**src/hw/rtl/shfd_pkg.sv**
```systemverilog
// Shared constants, command type and header helpers for the sync-header frame deframer.
package shfd_pkg;

	localparam int FRAME_BYTES_DEF = 36;
	localparam int HDR_LEN         = 8;
	localparam int PAY_LEN         = 24;
	localparam int CHK_POS         = 32;
	localparam int WORD_BYTES      = 4;
	localparam int NUM_WORDS       = 6;
	localparam int WORD_W          = 32;
	localparam int DATA_W          = NUM_WORDS * WORD_W;
	localparam int SLOT_W          = $clog2(PAY_LEN);
	localparam int QDEPTH          = 4;
	localparam int QPTR_W          = $clog2(QDEPTH);

	// Sync header as it sits in the shift window, first byte in the top byte.
	localparam logic [63:0] HDR_VALUE = 64'h2441_5556_3230_3030;

	// Modulo-256 sum of the eight header bytes.
	function automatic logic [7:0] header_sum();
		logic [7:0] s;
		s = 8'd0;
		for (int k = 0; k < HDR_LEN; k++) begin
			s = s + HDR_VALUE[8*k +: 8];
		end
		return s;
	endfunction

	localparam logic [7:0] HDR_SUM = header_sum();

	// One classified item handed from the front to the back.
	typedef struct packed {
		logic              is_check;  // 1: checksum byte, emit a result
		logic              status;    // checksum mismatch flag (check only)
		logic [SLOT_W-1:0] slot;      // payload slot (payload only)
		logic [7:0]        data;      // payload byte (payload only)
	} cmd_t;

endpackage

```
**src/hw/rtl/shfd_front.sv**
```systemverilog
// Front part: accepts bytes, hunts for the header, tracks position and checksum.
module shfd_front #(
	parameter int FRAME_BYTES = shfd_pkg::FRAME_BYTES_DEF
) (
	input  logic          clk,
	input  logic          arst_n,
	input  logic          cfg_we,
	input  logic          cfg_wdata,
	input  logic          in_valid,
	output logic          in_ready,
	input  logic [7:0]    in_byte,
	output logic          push_valid,
	input  logic          push_ready,
	output shfd_pkg::cmd_t push_cmd
);
	import shfd_pkg::*;

	localparam int POS_W = $clog2(FRAME_BYTES);
	localparam logic [POS_W-1:0] POS_HDR   = POS_W'(HDR_LEN);
	localparam logic [POS_W-1:0] POS_CHK   = POS_W'(CHK_POS);
	localparam logic [POS_W-1:0] POS_AFTER =
		(CHK_POS + 1 < FRAME_BYTES) ? POS_W'(CHK_POS + 1) : '0;
	localparam logic [POS_W:0]   POS_LIMIT = (POS_W+1)'(FRAME_BYTES);

	logic              enable_q;
	logic [63:0]       win_q, win_d, win_shift;
	logic [POS_W-1:0]  pos_q, pos_d;
	logic [7:0]        sum_q, sum_d;
	logic [POS_W:0]    pos_inc;
	logic              accept;

	assign in_ready  = push_ready;
	assign accept    = in_valid && in_ready;
	assign win_shift = {win_q[55:0], in_byte};
	assign pos_inc   = {1'b0, pos_q} + (POS_W+1)'(1);

	always_comb begin
		win_d      = win_q;
		pos_d      = pos_q;
		sum_d      = sum_q;
		push_valid = 1'b0;
		push_cmd   = '0;
		if (accept && enable_q) begin
			if (pos_q < POS_HDR) begin
				if (win_shift == HDR_VALUE) begin
					win_d = '0;
					sum_d = HDR_SUM;
					pos_d = POS_HDR;
				end else begin
					win_d = win_shift;
					pos_d = '0;
				end
			end else if (pos_q < POS_CHK) begin
				push_valid    = 1'b1;
				push_cmd.slot = SLOT_W'(pos_q - POS_HDR);
				push_cmd.data = in_byte;
				sum_d         = sum_q + in_byte;
				pos_d         = pos_inc[POS_W-1:0];
			end else if (pos_q == POS_CHK) begin
				push_valid        = 1'b1;
				push_cmd.is_check = 1'b1;
				push_cmd.status   = (in_byte != (8'd0 - sum_q));
				pos_d             = POS_AFTER;
			end else begin
				pos_d = (pos_inc < POS_LIMIT) ? pos_inc[POS_W-1:0] : '0;
			end
		end
	end

	always_ff @(posedge clk or negedge arst_n) begin
		if (!arst_n) begin
			enable_q <= 1'b0;
			win_q    <= '0;
			pos_q    <= '0;
			sum_q    <= '0;
		end else begin
			if (cfg_we) begin
				enable_q <= cfg_wdata;
			end
			win_q <= win_d;
			pos_q <= pos_d;
			sum_q <= sum_d;
		end
	end

endmodule

```
**src/hw/rtl/shfd_queue.sv**
```systemverilog
// Short command queue that decouples the front from the back.
module shfd_queue (
	input  logic           clk,
	input  logic           arst_n,
	input  logic           in_valid,
	output logic           in_ready,
	input  shfd_pkg::cmd_t in_cmd,
	output logic           out_valid,
	input  logic           out_ready,
	output shfd_pkg::cmd_t out_cmd
);
	import shfd_pkg::*;

	cmd_t              entry_q [QDEPTH];
	logic [QPTR_W-1:0] wr_ptr_q, rd_ptr_q;
	logic [QPTR_W:0]   count_q;
	logic              push, pop;

	assign in_ready  = (count_q != (QPTR_W+1)'(QDEPTH));
	assign out_valid = (count_q != '0);
	assign out_cmd   = entry_q[rd_ptr_q];
	assign push      = in_valid && in_ready;
	assign pop       = out_valid && out_ready;

	always_ff @(posedge clk) begin
		if (push) begin
			entry_q[wr_ptr_q] <= in_cmd;
		end
	end

	always_ff @(posedge clk or negedge arst_n) begin
		if (!arst_n) begin
			wr_ptr_q <= '0;
			rd_ptr_q <= '0;
			count_q  <= '0;
		end else begin
			if (push) begin
				wr_ptr_q <= wr_ptr_q + QPTR_W'(1);
			end
			if (pop) begin
				rd_ptr_q <= rd_ptr_q + QPTR_W'(1);
			end
			case ({push, pop})
				2'b10:   count_q <= count_q + (QPTR_W+1)'(1);
				2'b01:   count_q <= count_q - (QPTR_W+1)'(1);
				default: count_q <= count_q;
			endcase
		end
	end

endmodule

```
**src/hw/rtl/shfd_back.sv**
```systemverilog
// Back part: stores payload bytes and loads the result register on the checksum byte.
module shfd_back (
	input  logic                        clk,
	input  logic                        arst_n,
	input  logic                        cmd_valid,
	output logic                        cmd_ready,
	input  shfd_pkg::cmd_t              cmd,
	output logic                        m_tvalid,
	input  logic                        m_tready,
	output logic [shfd_pkg::DATA_W-1:0] m_tdata,
	output logic [0:0]                  m_tuser
);
	import shfd_pkg::*;

	logic [7:0]        store_q [PAY_LEN];
	logic [DATA_W-1:0] words;
	logic [DATA_W-1:0] data_q;
	logic              status_q;
	logic              valid_q;
	logic              out_free;
	logic              pop;

	assign out_free  = !valid_q || m_tready;
	assign cmd_ready = !cmd.is_check || out_free;
	assign pop       = cmd_valid && cmd_ready;

	always_comb begin
		for (int w = 0; w < NUM_WORDS; w++) begin
			for (int k = 0; k < WORD_BYTES; k++) begin
				words[w*WORD_W + 8*k +: 8] = store_q[w*WORD_BYTES + k];
			end
		end
	end

	always_ff @(posedge clk) begin
		if (pop && !cmd.is_check) begin
			store_q[cmd.slot] <= cmd.data;
		end
		if (pop && cmd.is_check) begin
			data_q   <= words;
			status_q <= cmd.status;
		end
	end

	always_ff @(posedge clk or negedge arst_n) begin
		if (!arst_n) begin
			valid_q <= 1'b0;
		end else if (pop && cmd.is_check) begin
			valid_q <= 1'b1;
		end else if (m_tready) begin
			valid_q <= 1'b0;
		end
	end

	assign m_tvalid   = valid_q;
	assign m_tdata    = data_q;
	assign m_tuser[0] = status_q;

endmodule

```
**src/hw/rtl/sync_header_frame_deframer_top.sv**
```systemverilog
// Top level of the sync-header frame deframer: front, command queue and back.
// Throughput: one byte per cycle; s_tready drops only while the queue is full,
// which happens when a result waits in the output register and is not taken.
// Result path: an accepted checksum byte is written into the queue, then popped by the back end,
// which loads the output register and raises m_tvalid when that register is free.
// Reset: arst_n clears enable, window, position, sum, queue and valid, not store, data or status.
module sync_header_frame_deframer_top #(
	parameter int FRAME_BYTES = shfd_pkg::FRAME_BYTES_DEF
) (
	input  logic                        clk,
	input  logic                        arst_n,
	input  logic                        cfg_we,
	input  logic                        cfg_wdata,  // receive_enable
	input  logic                        s_tvalid,
	output logic                        s_tready,
	input  logic [7:0]                  s_tdata,    // rx_byte
	output logic                        m_tvalid,
	input  logic                        m_tready,
	// total_word, capacity_word, used_word, percentage_word, current_word,
	// voltage_word, 32 bits each from bit 0 up
	output logic [shfd_pkg::DATA_W-1:0] m_tdata,
	output logic [0:0]                  m_tuser     // frame_status
);
	import shfd_pkg::*;

	cmd_t push_cmd, pop_cmd;
	logic push_valid, push_ready;
	logic pop_valid, pop_ready;

	// Front: classify each item and keep the hunting and checksum state.
	shfd_front #(
		.FRAME_BYTES(FRAME_BYTES)
	) u_front (
		.clk       (clk),
		.arst_n    (arst_n),
		.cfg_we    (cfg_we),
		.cfg_wdata (cfg_wdata),
		.in_valid  (s_tvalid),
		.in_ready  (s_tready),
		.in_byte   (s_tdata),
		.push_valid(push_valid),
		.push_ready(push_ready),
		.push_cmd  (push_cmd)
	);

	// Queue: hold payload writes behind a stalled result so the front keeps going.
	shfd_queue u_queue (
		.clk      (clk),
		.arst_n   (arst_n),
		.in_valid (push_valid),
		.in_ready (push_ready),
		.in_cmd   (push_cmd),
		.out_valid(pop_valid),
		.out_ready(pop_ready),
		.out_cmd  (pop_cmd)
	);

	// Back: write the payload store, build the six words on the checksum item.
	shfd_back u_back (
		.clk      (clk),
		.arst_n   (arst_n),
		.cmd_valid(pop_valid),
		.cmd_ready(pop_ready),
		.cmd      (pop_cmd),
		.m_tvalid (m_tvalid),
		.m_tready (m_tready),
		.m_tdata  (m_tdata),
		.m_tuser  (m_tuser)
	);

endmodule

```
**config.mk**
```make
export PLATFORM = sky130hd
export DESIGN_NAME = sync_header_frame_deframer_top
export DESIGN_NICKNAME = d
export VERILOG_FILES = /design/src/hw/rtl/shfd_pkg.sv /design/src/hw/rtl/shfd_front.sv /design/src/hw/rtl/shfd_queue.sv /design/src/hw/rtl/shfd_back.sv /design/src/hw/rtl/sync_header_frame_deframer_top.sv
export SDC_FILE = /design/constraint.sdc
export NUM_CORES = 1
export LEC_CHECK = 0
export BUFFER_PORTS_ARGS = -buffer_cell sky130_fd_sc_hd__buf_2
export CORE_AREA = 2 2 140 244
export CTS_BUF_LIST = sky130_fd_sc_hd__clkbuf_4 sky130_fd_sc_hd__clkbuf_8 sky130_fd_sc_hd__clkbuf_16
export DETAILED_ROUTE_END_ITERATION = 12
export DIE_AREA = 0 0 142 246
export PLACE_DENSITY = 0.73
export SYNTH_ARGS = -nofsm -noshare
export SYNTH_HDL_FRONTEND = slang
export SYNTH_SLANG_ARGS = --single-unit
```
**constraint.sdc**
```tcl
create_clock -name clk -period 9 [get_ports clk]
set_input_delay 0.9 -clock clk [delete_from_list [all_inputs] [get_ports clk]]
set_output_delay 0.9 -clock clk [all_outputs]
set_load 0.02 [all_outputs]
```
==> summary by stage <==
Timing
In the final timing run, aggregate negative setup slack is 0 ns. The final worst clock skew is 0.0328 ns. After layout, the minimum clock period comes to 3.36 ns. The final number of hold-violating endpoints was 0. The final period utilization is 37.3%. Setup repair after global routing left no endpoint under its margin. The transition time at the pin with the least slew margin is 1.01 ns. The number of failing setup endpoints in the final timing report is 0. Headroom to the max-slew limit came out at 32.8%. The count of final max-slew check failures is 0. Final hold analysis gives a worst-case slack of 0.253 ns. Derived from the worst setup path, the maximum achievable clock frequency is 298 MHz.

Detailed routing
In the final routed layout, each cell accounts on average for 21.5 um. Summing over every cut layer, the via total after detailed routing is 8689. The via-per-instance ratio is 5.56. The routed design has 33600 um of wire. For this run, design rule violations remaining after detail routing come to 0. The number of design-rule violations left by the first detailed-router iteration is 574. The number of detailed-route iterations in the first pass is 5. The post-detailed-route count of antenna-violating nets is 0.

GRT
The global-route congestion overflow total is 0. The wire length of the first global-routing pass is 50300 um. The overall fraction of global-route tracks in use is 19.4%. The initial antenna violation count is 0. The number of global-route vias before repair is 8534. The largest net degree at the start of global routing is 73.

Synth
The leading area contributor after synthesis is edfxtp_1. The average instance in the mapped netlist occupies 20.5 um^2. Synthesis produced a netlist with a net count of 918. By area the synthesized netlist is led by edfxtp_1 (73%), dfrtp_1 (11%), mux2_2 (2.1%), mux4_2 (1.9%), a22o_1 (1.1%). The most frequent cell after synthesis is edfxtp_1. The synthesized cell area is 18200 um^2. During synthesis, Yosys emitted a total of 0 warnings. After synthesis the netlist holds a flip-flop and latch count of 524. Synthesis produced a netlist whose cell count is 886. By count the netlist is led by edfxtp_1 (445), dfrtp_1 (79), nor2_1 (46). The dominant register cell in the synthesized netlist is edfxtp_1.

The sequential fraction of the synthesis area is 84.3%. The distinct cell type count after synthesis is 63. The async set-or-reset flop fraction in the synthesized netlist is 15.1%. Counting flops with a built-in enable in the synthesized netlist gives 445. The area fraction of the dominant cell type after synthesis is 73.4%.

Clocking
The register clock-pin slew on the reported worst setup and hold paths is 0.07 ns. The CTS buffer count is 43. The TritonCTS sink count is 524. The CTS root buffer is clkbuf_16.

The deepest clock path buffer count is 3. Hold repair after CTS inserted 0 buffers. The H-tree depth is 2. The post-cts sizing count is 0. The number of post-CTS setup repair buffers is 0.

The later pin in the worst-skew pair is clocked with a latency of 0.57 ns. TritonCTS built the clock tree.

Floorplanning
The row count is 88. The width of the die is 142 um. The die covers 34900 um^2. For this configuration, the core starts out at a cell density of 55.3%.

The floorplan die height is 246 um. The number of top-level pins is 209. The floorplan core area is 32900 um^2.

Cells and area
In the final layout, the share of cells above drive strength 1 is 29.8%. The net count of the finished layout is 1157. The repair_antennas step left the layout with diodes totalling 0. The post-layout utilization of the core is 64.3%. From synthesis to final layout, the design area changed by 16.3%. The number of inserted filler cells in the final layout is 2141.

Critical path
Traced cell by cell, the critical path runs through mux4_2 > and2_4 > buf_4. In this run the critical register-to-register path is launched from u_queue.rd_ptr_q[0]$_DFFE_PN0N_. The worst register-to-register path has a depth of 3. The class of the most critical setup path is flip-flop to flip-flop. In this run the worst path has a maximum fanout of 72.

The largest single stage delay on the critical path is 1.00 ns. The worst register-to-register path ends at m_tdata[76]$_DFFE_PP_. The required time at the worst-slack endpoint is 9.18 ns. The worst setup path is launched from a flip-flop. The critical path capture point is m_tdata[76]$_DFFE_PP_. The worst setup path is captured at a flip-flop.

The critical path starts at u_queue.rd_ptr_q[0]$_DFFE_PN0N_. For the worst setup path, the data arrival time is 3.54 ns. The cell type of the slowest stage on the worst timing path is dfrtp_1. In this run the register-to-register setup slack is 5.64 ns.

Hold path
In this run the worst hold path is classified as input pin to asynchronous set/reset pin.

Place
The half-perimeter wire length after placement is 21800 um. The number of port buffers is 208. At the end of routability-driven placement, the weighted congestion stood at 0.844.

Run status
The flow ran to the end, and the final reports show no timing, DRC or antenna violations.

Run
The number of max-cap violations is 0.

Power and ir drop
Across the VDD grid, the largest voltage drop is 0.210 mV. The leakage power figure is 7.77 nW. The cell area power density is 349 nW/um^2. Total power for the finished layout comes to 0.00737 W.
[stage by stage]
step	instance area, um^2	setup WS (ns)	instances
2_1_floorplan	18200	2.93	886
3_5_place_dp	19700	5.56	1485
6_report	21200	5.64	1564
4_1_cts	21200	5.54	1564
5_1_grt	21200	5.30	1564
3_3_place_gp	19700	5.60	1485
[power by group]
group | switching [W] | internal, W
sequential | 0.000257 | 0.00344
clock | 0.000822 | 0.00111
combinational | 0.00126 | 0.000479
total | 0.00234 | 0.00503
[critical path, delay by kind of cell (launching register included)]
family                 cells  cell delay (ns)
AND/OR/NAND/NOR            1             0.73
flip-flops                 1             1.00
multiplexers               1             0.43
buffers and inverters      1             0.76
[final cells by class]
type	count	area (um^2)	area share, %
timing repair buffer	212	1070	5.07
sequential	524	15300	72.5
multi-input combinational	326	2680	12.7
clock inverter	30	362	1.71
tap	405	507	2.40
inverter	18	67.6	0.319
clock buffer	49	1130	5.33
[logic make-up (layout without fill, tap and decap cells)]
| family | after synthesis | after routing | synth area share, % |
|---|---|---|---|
| and+or+nand+nor | 168 | 168 | 5.43 |
| AOI/OAI and AO/OA | 68 | 68 | 2.83 |
| xor gates and xnor gates | 19 | 19 | 0.915 |
| DFF | 524 | 524 | 84.3 |
| adders and majority gates | 18 | 18 | 1.32 |
| buffers and inverters | 36 | 309 | 1.00 |
| muxes | 53 | 53 | 4.20 |
[how the worst min path moves through the flow]
stage / slack [ns] / depth (start not counted) / endpoint / from
floorplan: 0.40 / 0 / m_tdata[0]$_DFFE_PP_ / u_back.store_q[0][0]$_DFFE_PP_
detailed placement: 0.40 / 0 / m_tdata[106]$_DFFE_PP_ / u_back.store_q[13][2]$_DFFE_PP_
global route: 0.26 / 1 / u_front.sum_q[5]$_DFFE_PN0P_ / arst_n
CTS: 0.24 / 1 / u_front.sum_q[5]$_DFFE_PN0P_ / arst_n
global placement: 0.40 / 0 / m_tdata[136]$_DFFE_PP_ / u_back.store_q[17][0]$_DFFE_PP_
finish: 0.25 / 1 / u_front.sum_q[5]$_DFFE_PN0P_ / arst_n
[sequential cells by signal (all words and copies together), names as in the netlist]
name	cells
u_queue.rd_ptr_q	2
u_back.store_q	192
u_queue.wr_ptr_q	2
u_front.sum_q	8
u_front.pos_q	6
u_front.win_q	56
u_queue.entry_q	60
u_back.m_tvalid	1
u_back.m_tuser	1
m_tdata	192
u_front.enable_q	1
u_queue.count_q	3
[layer usage]
metal  vias up  track usage (%)  wire length, um
met5         -                0                0
met4         0             6.38              874
met3        52             2.95             1500
met2       317             37.0            19000
met1      4373             22.0            12200
li1       3947                -                -
[layout by cell type, fill, tap and decap left out, types with 8 or more instances in the layout]
master,instances
edfxtp_1,445
buf_2,207
dfrtp_1,79
nor2_1,46
clkbuf_16,43
mux2_2,34
nand2_1,26
a22o_1,23
inv_1,18
nor4b_1,17
ha_1,16
mux4_2,15
a21oi_1,13
xnor2_1,12
and2_1,11
nor4bb_1,10
nand4_1,9
clkinv_2,9
nor3_1,8
(Power assumes the default switching activity.)
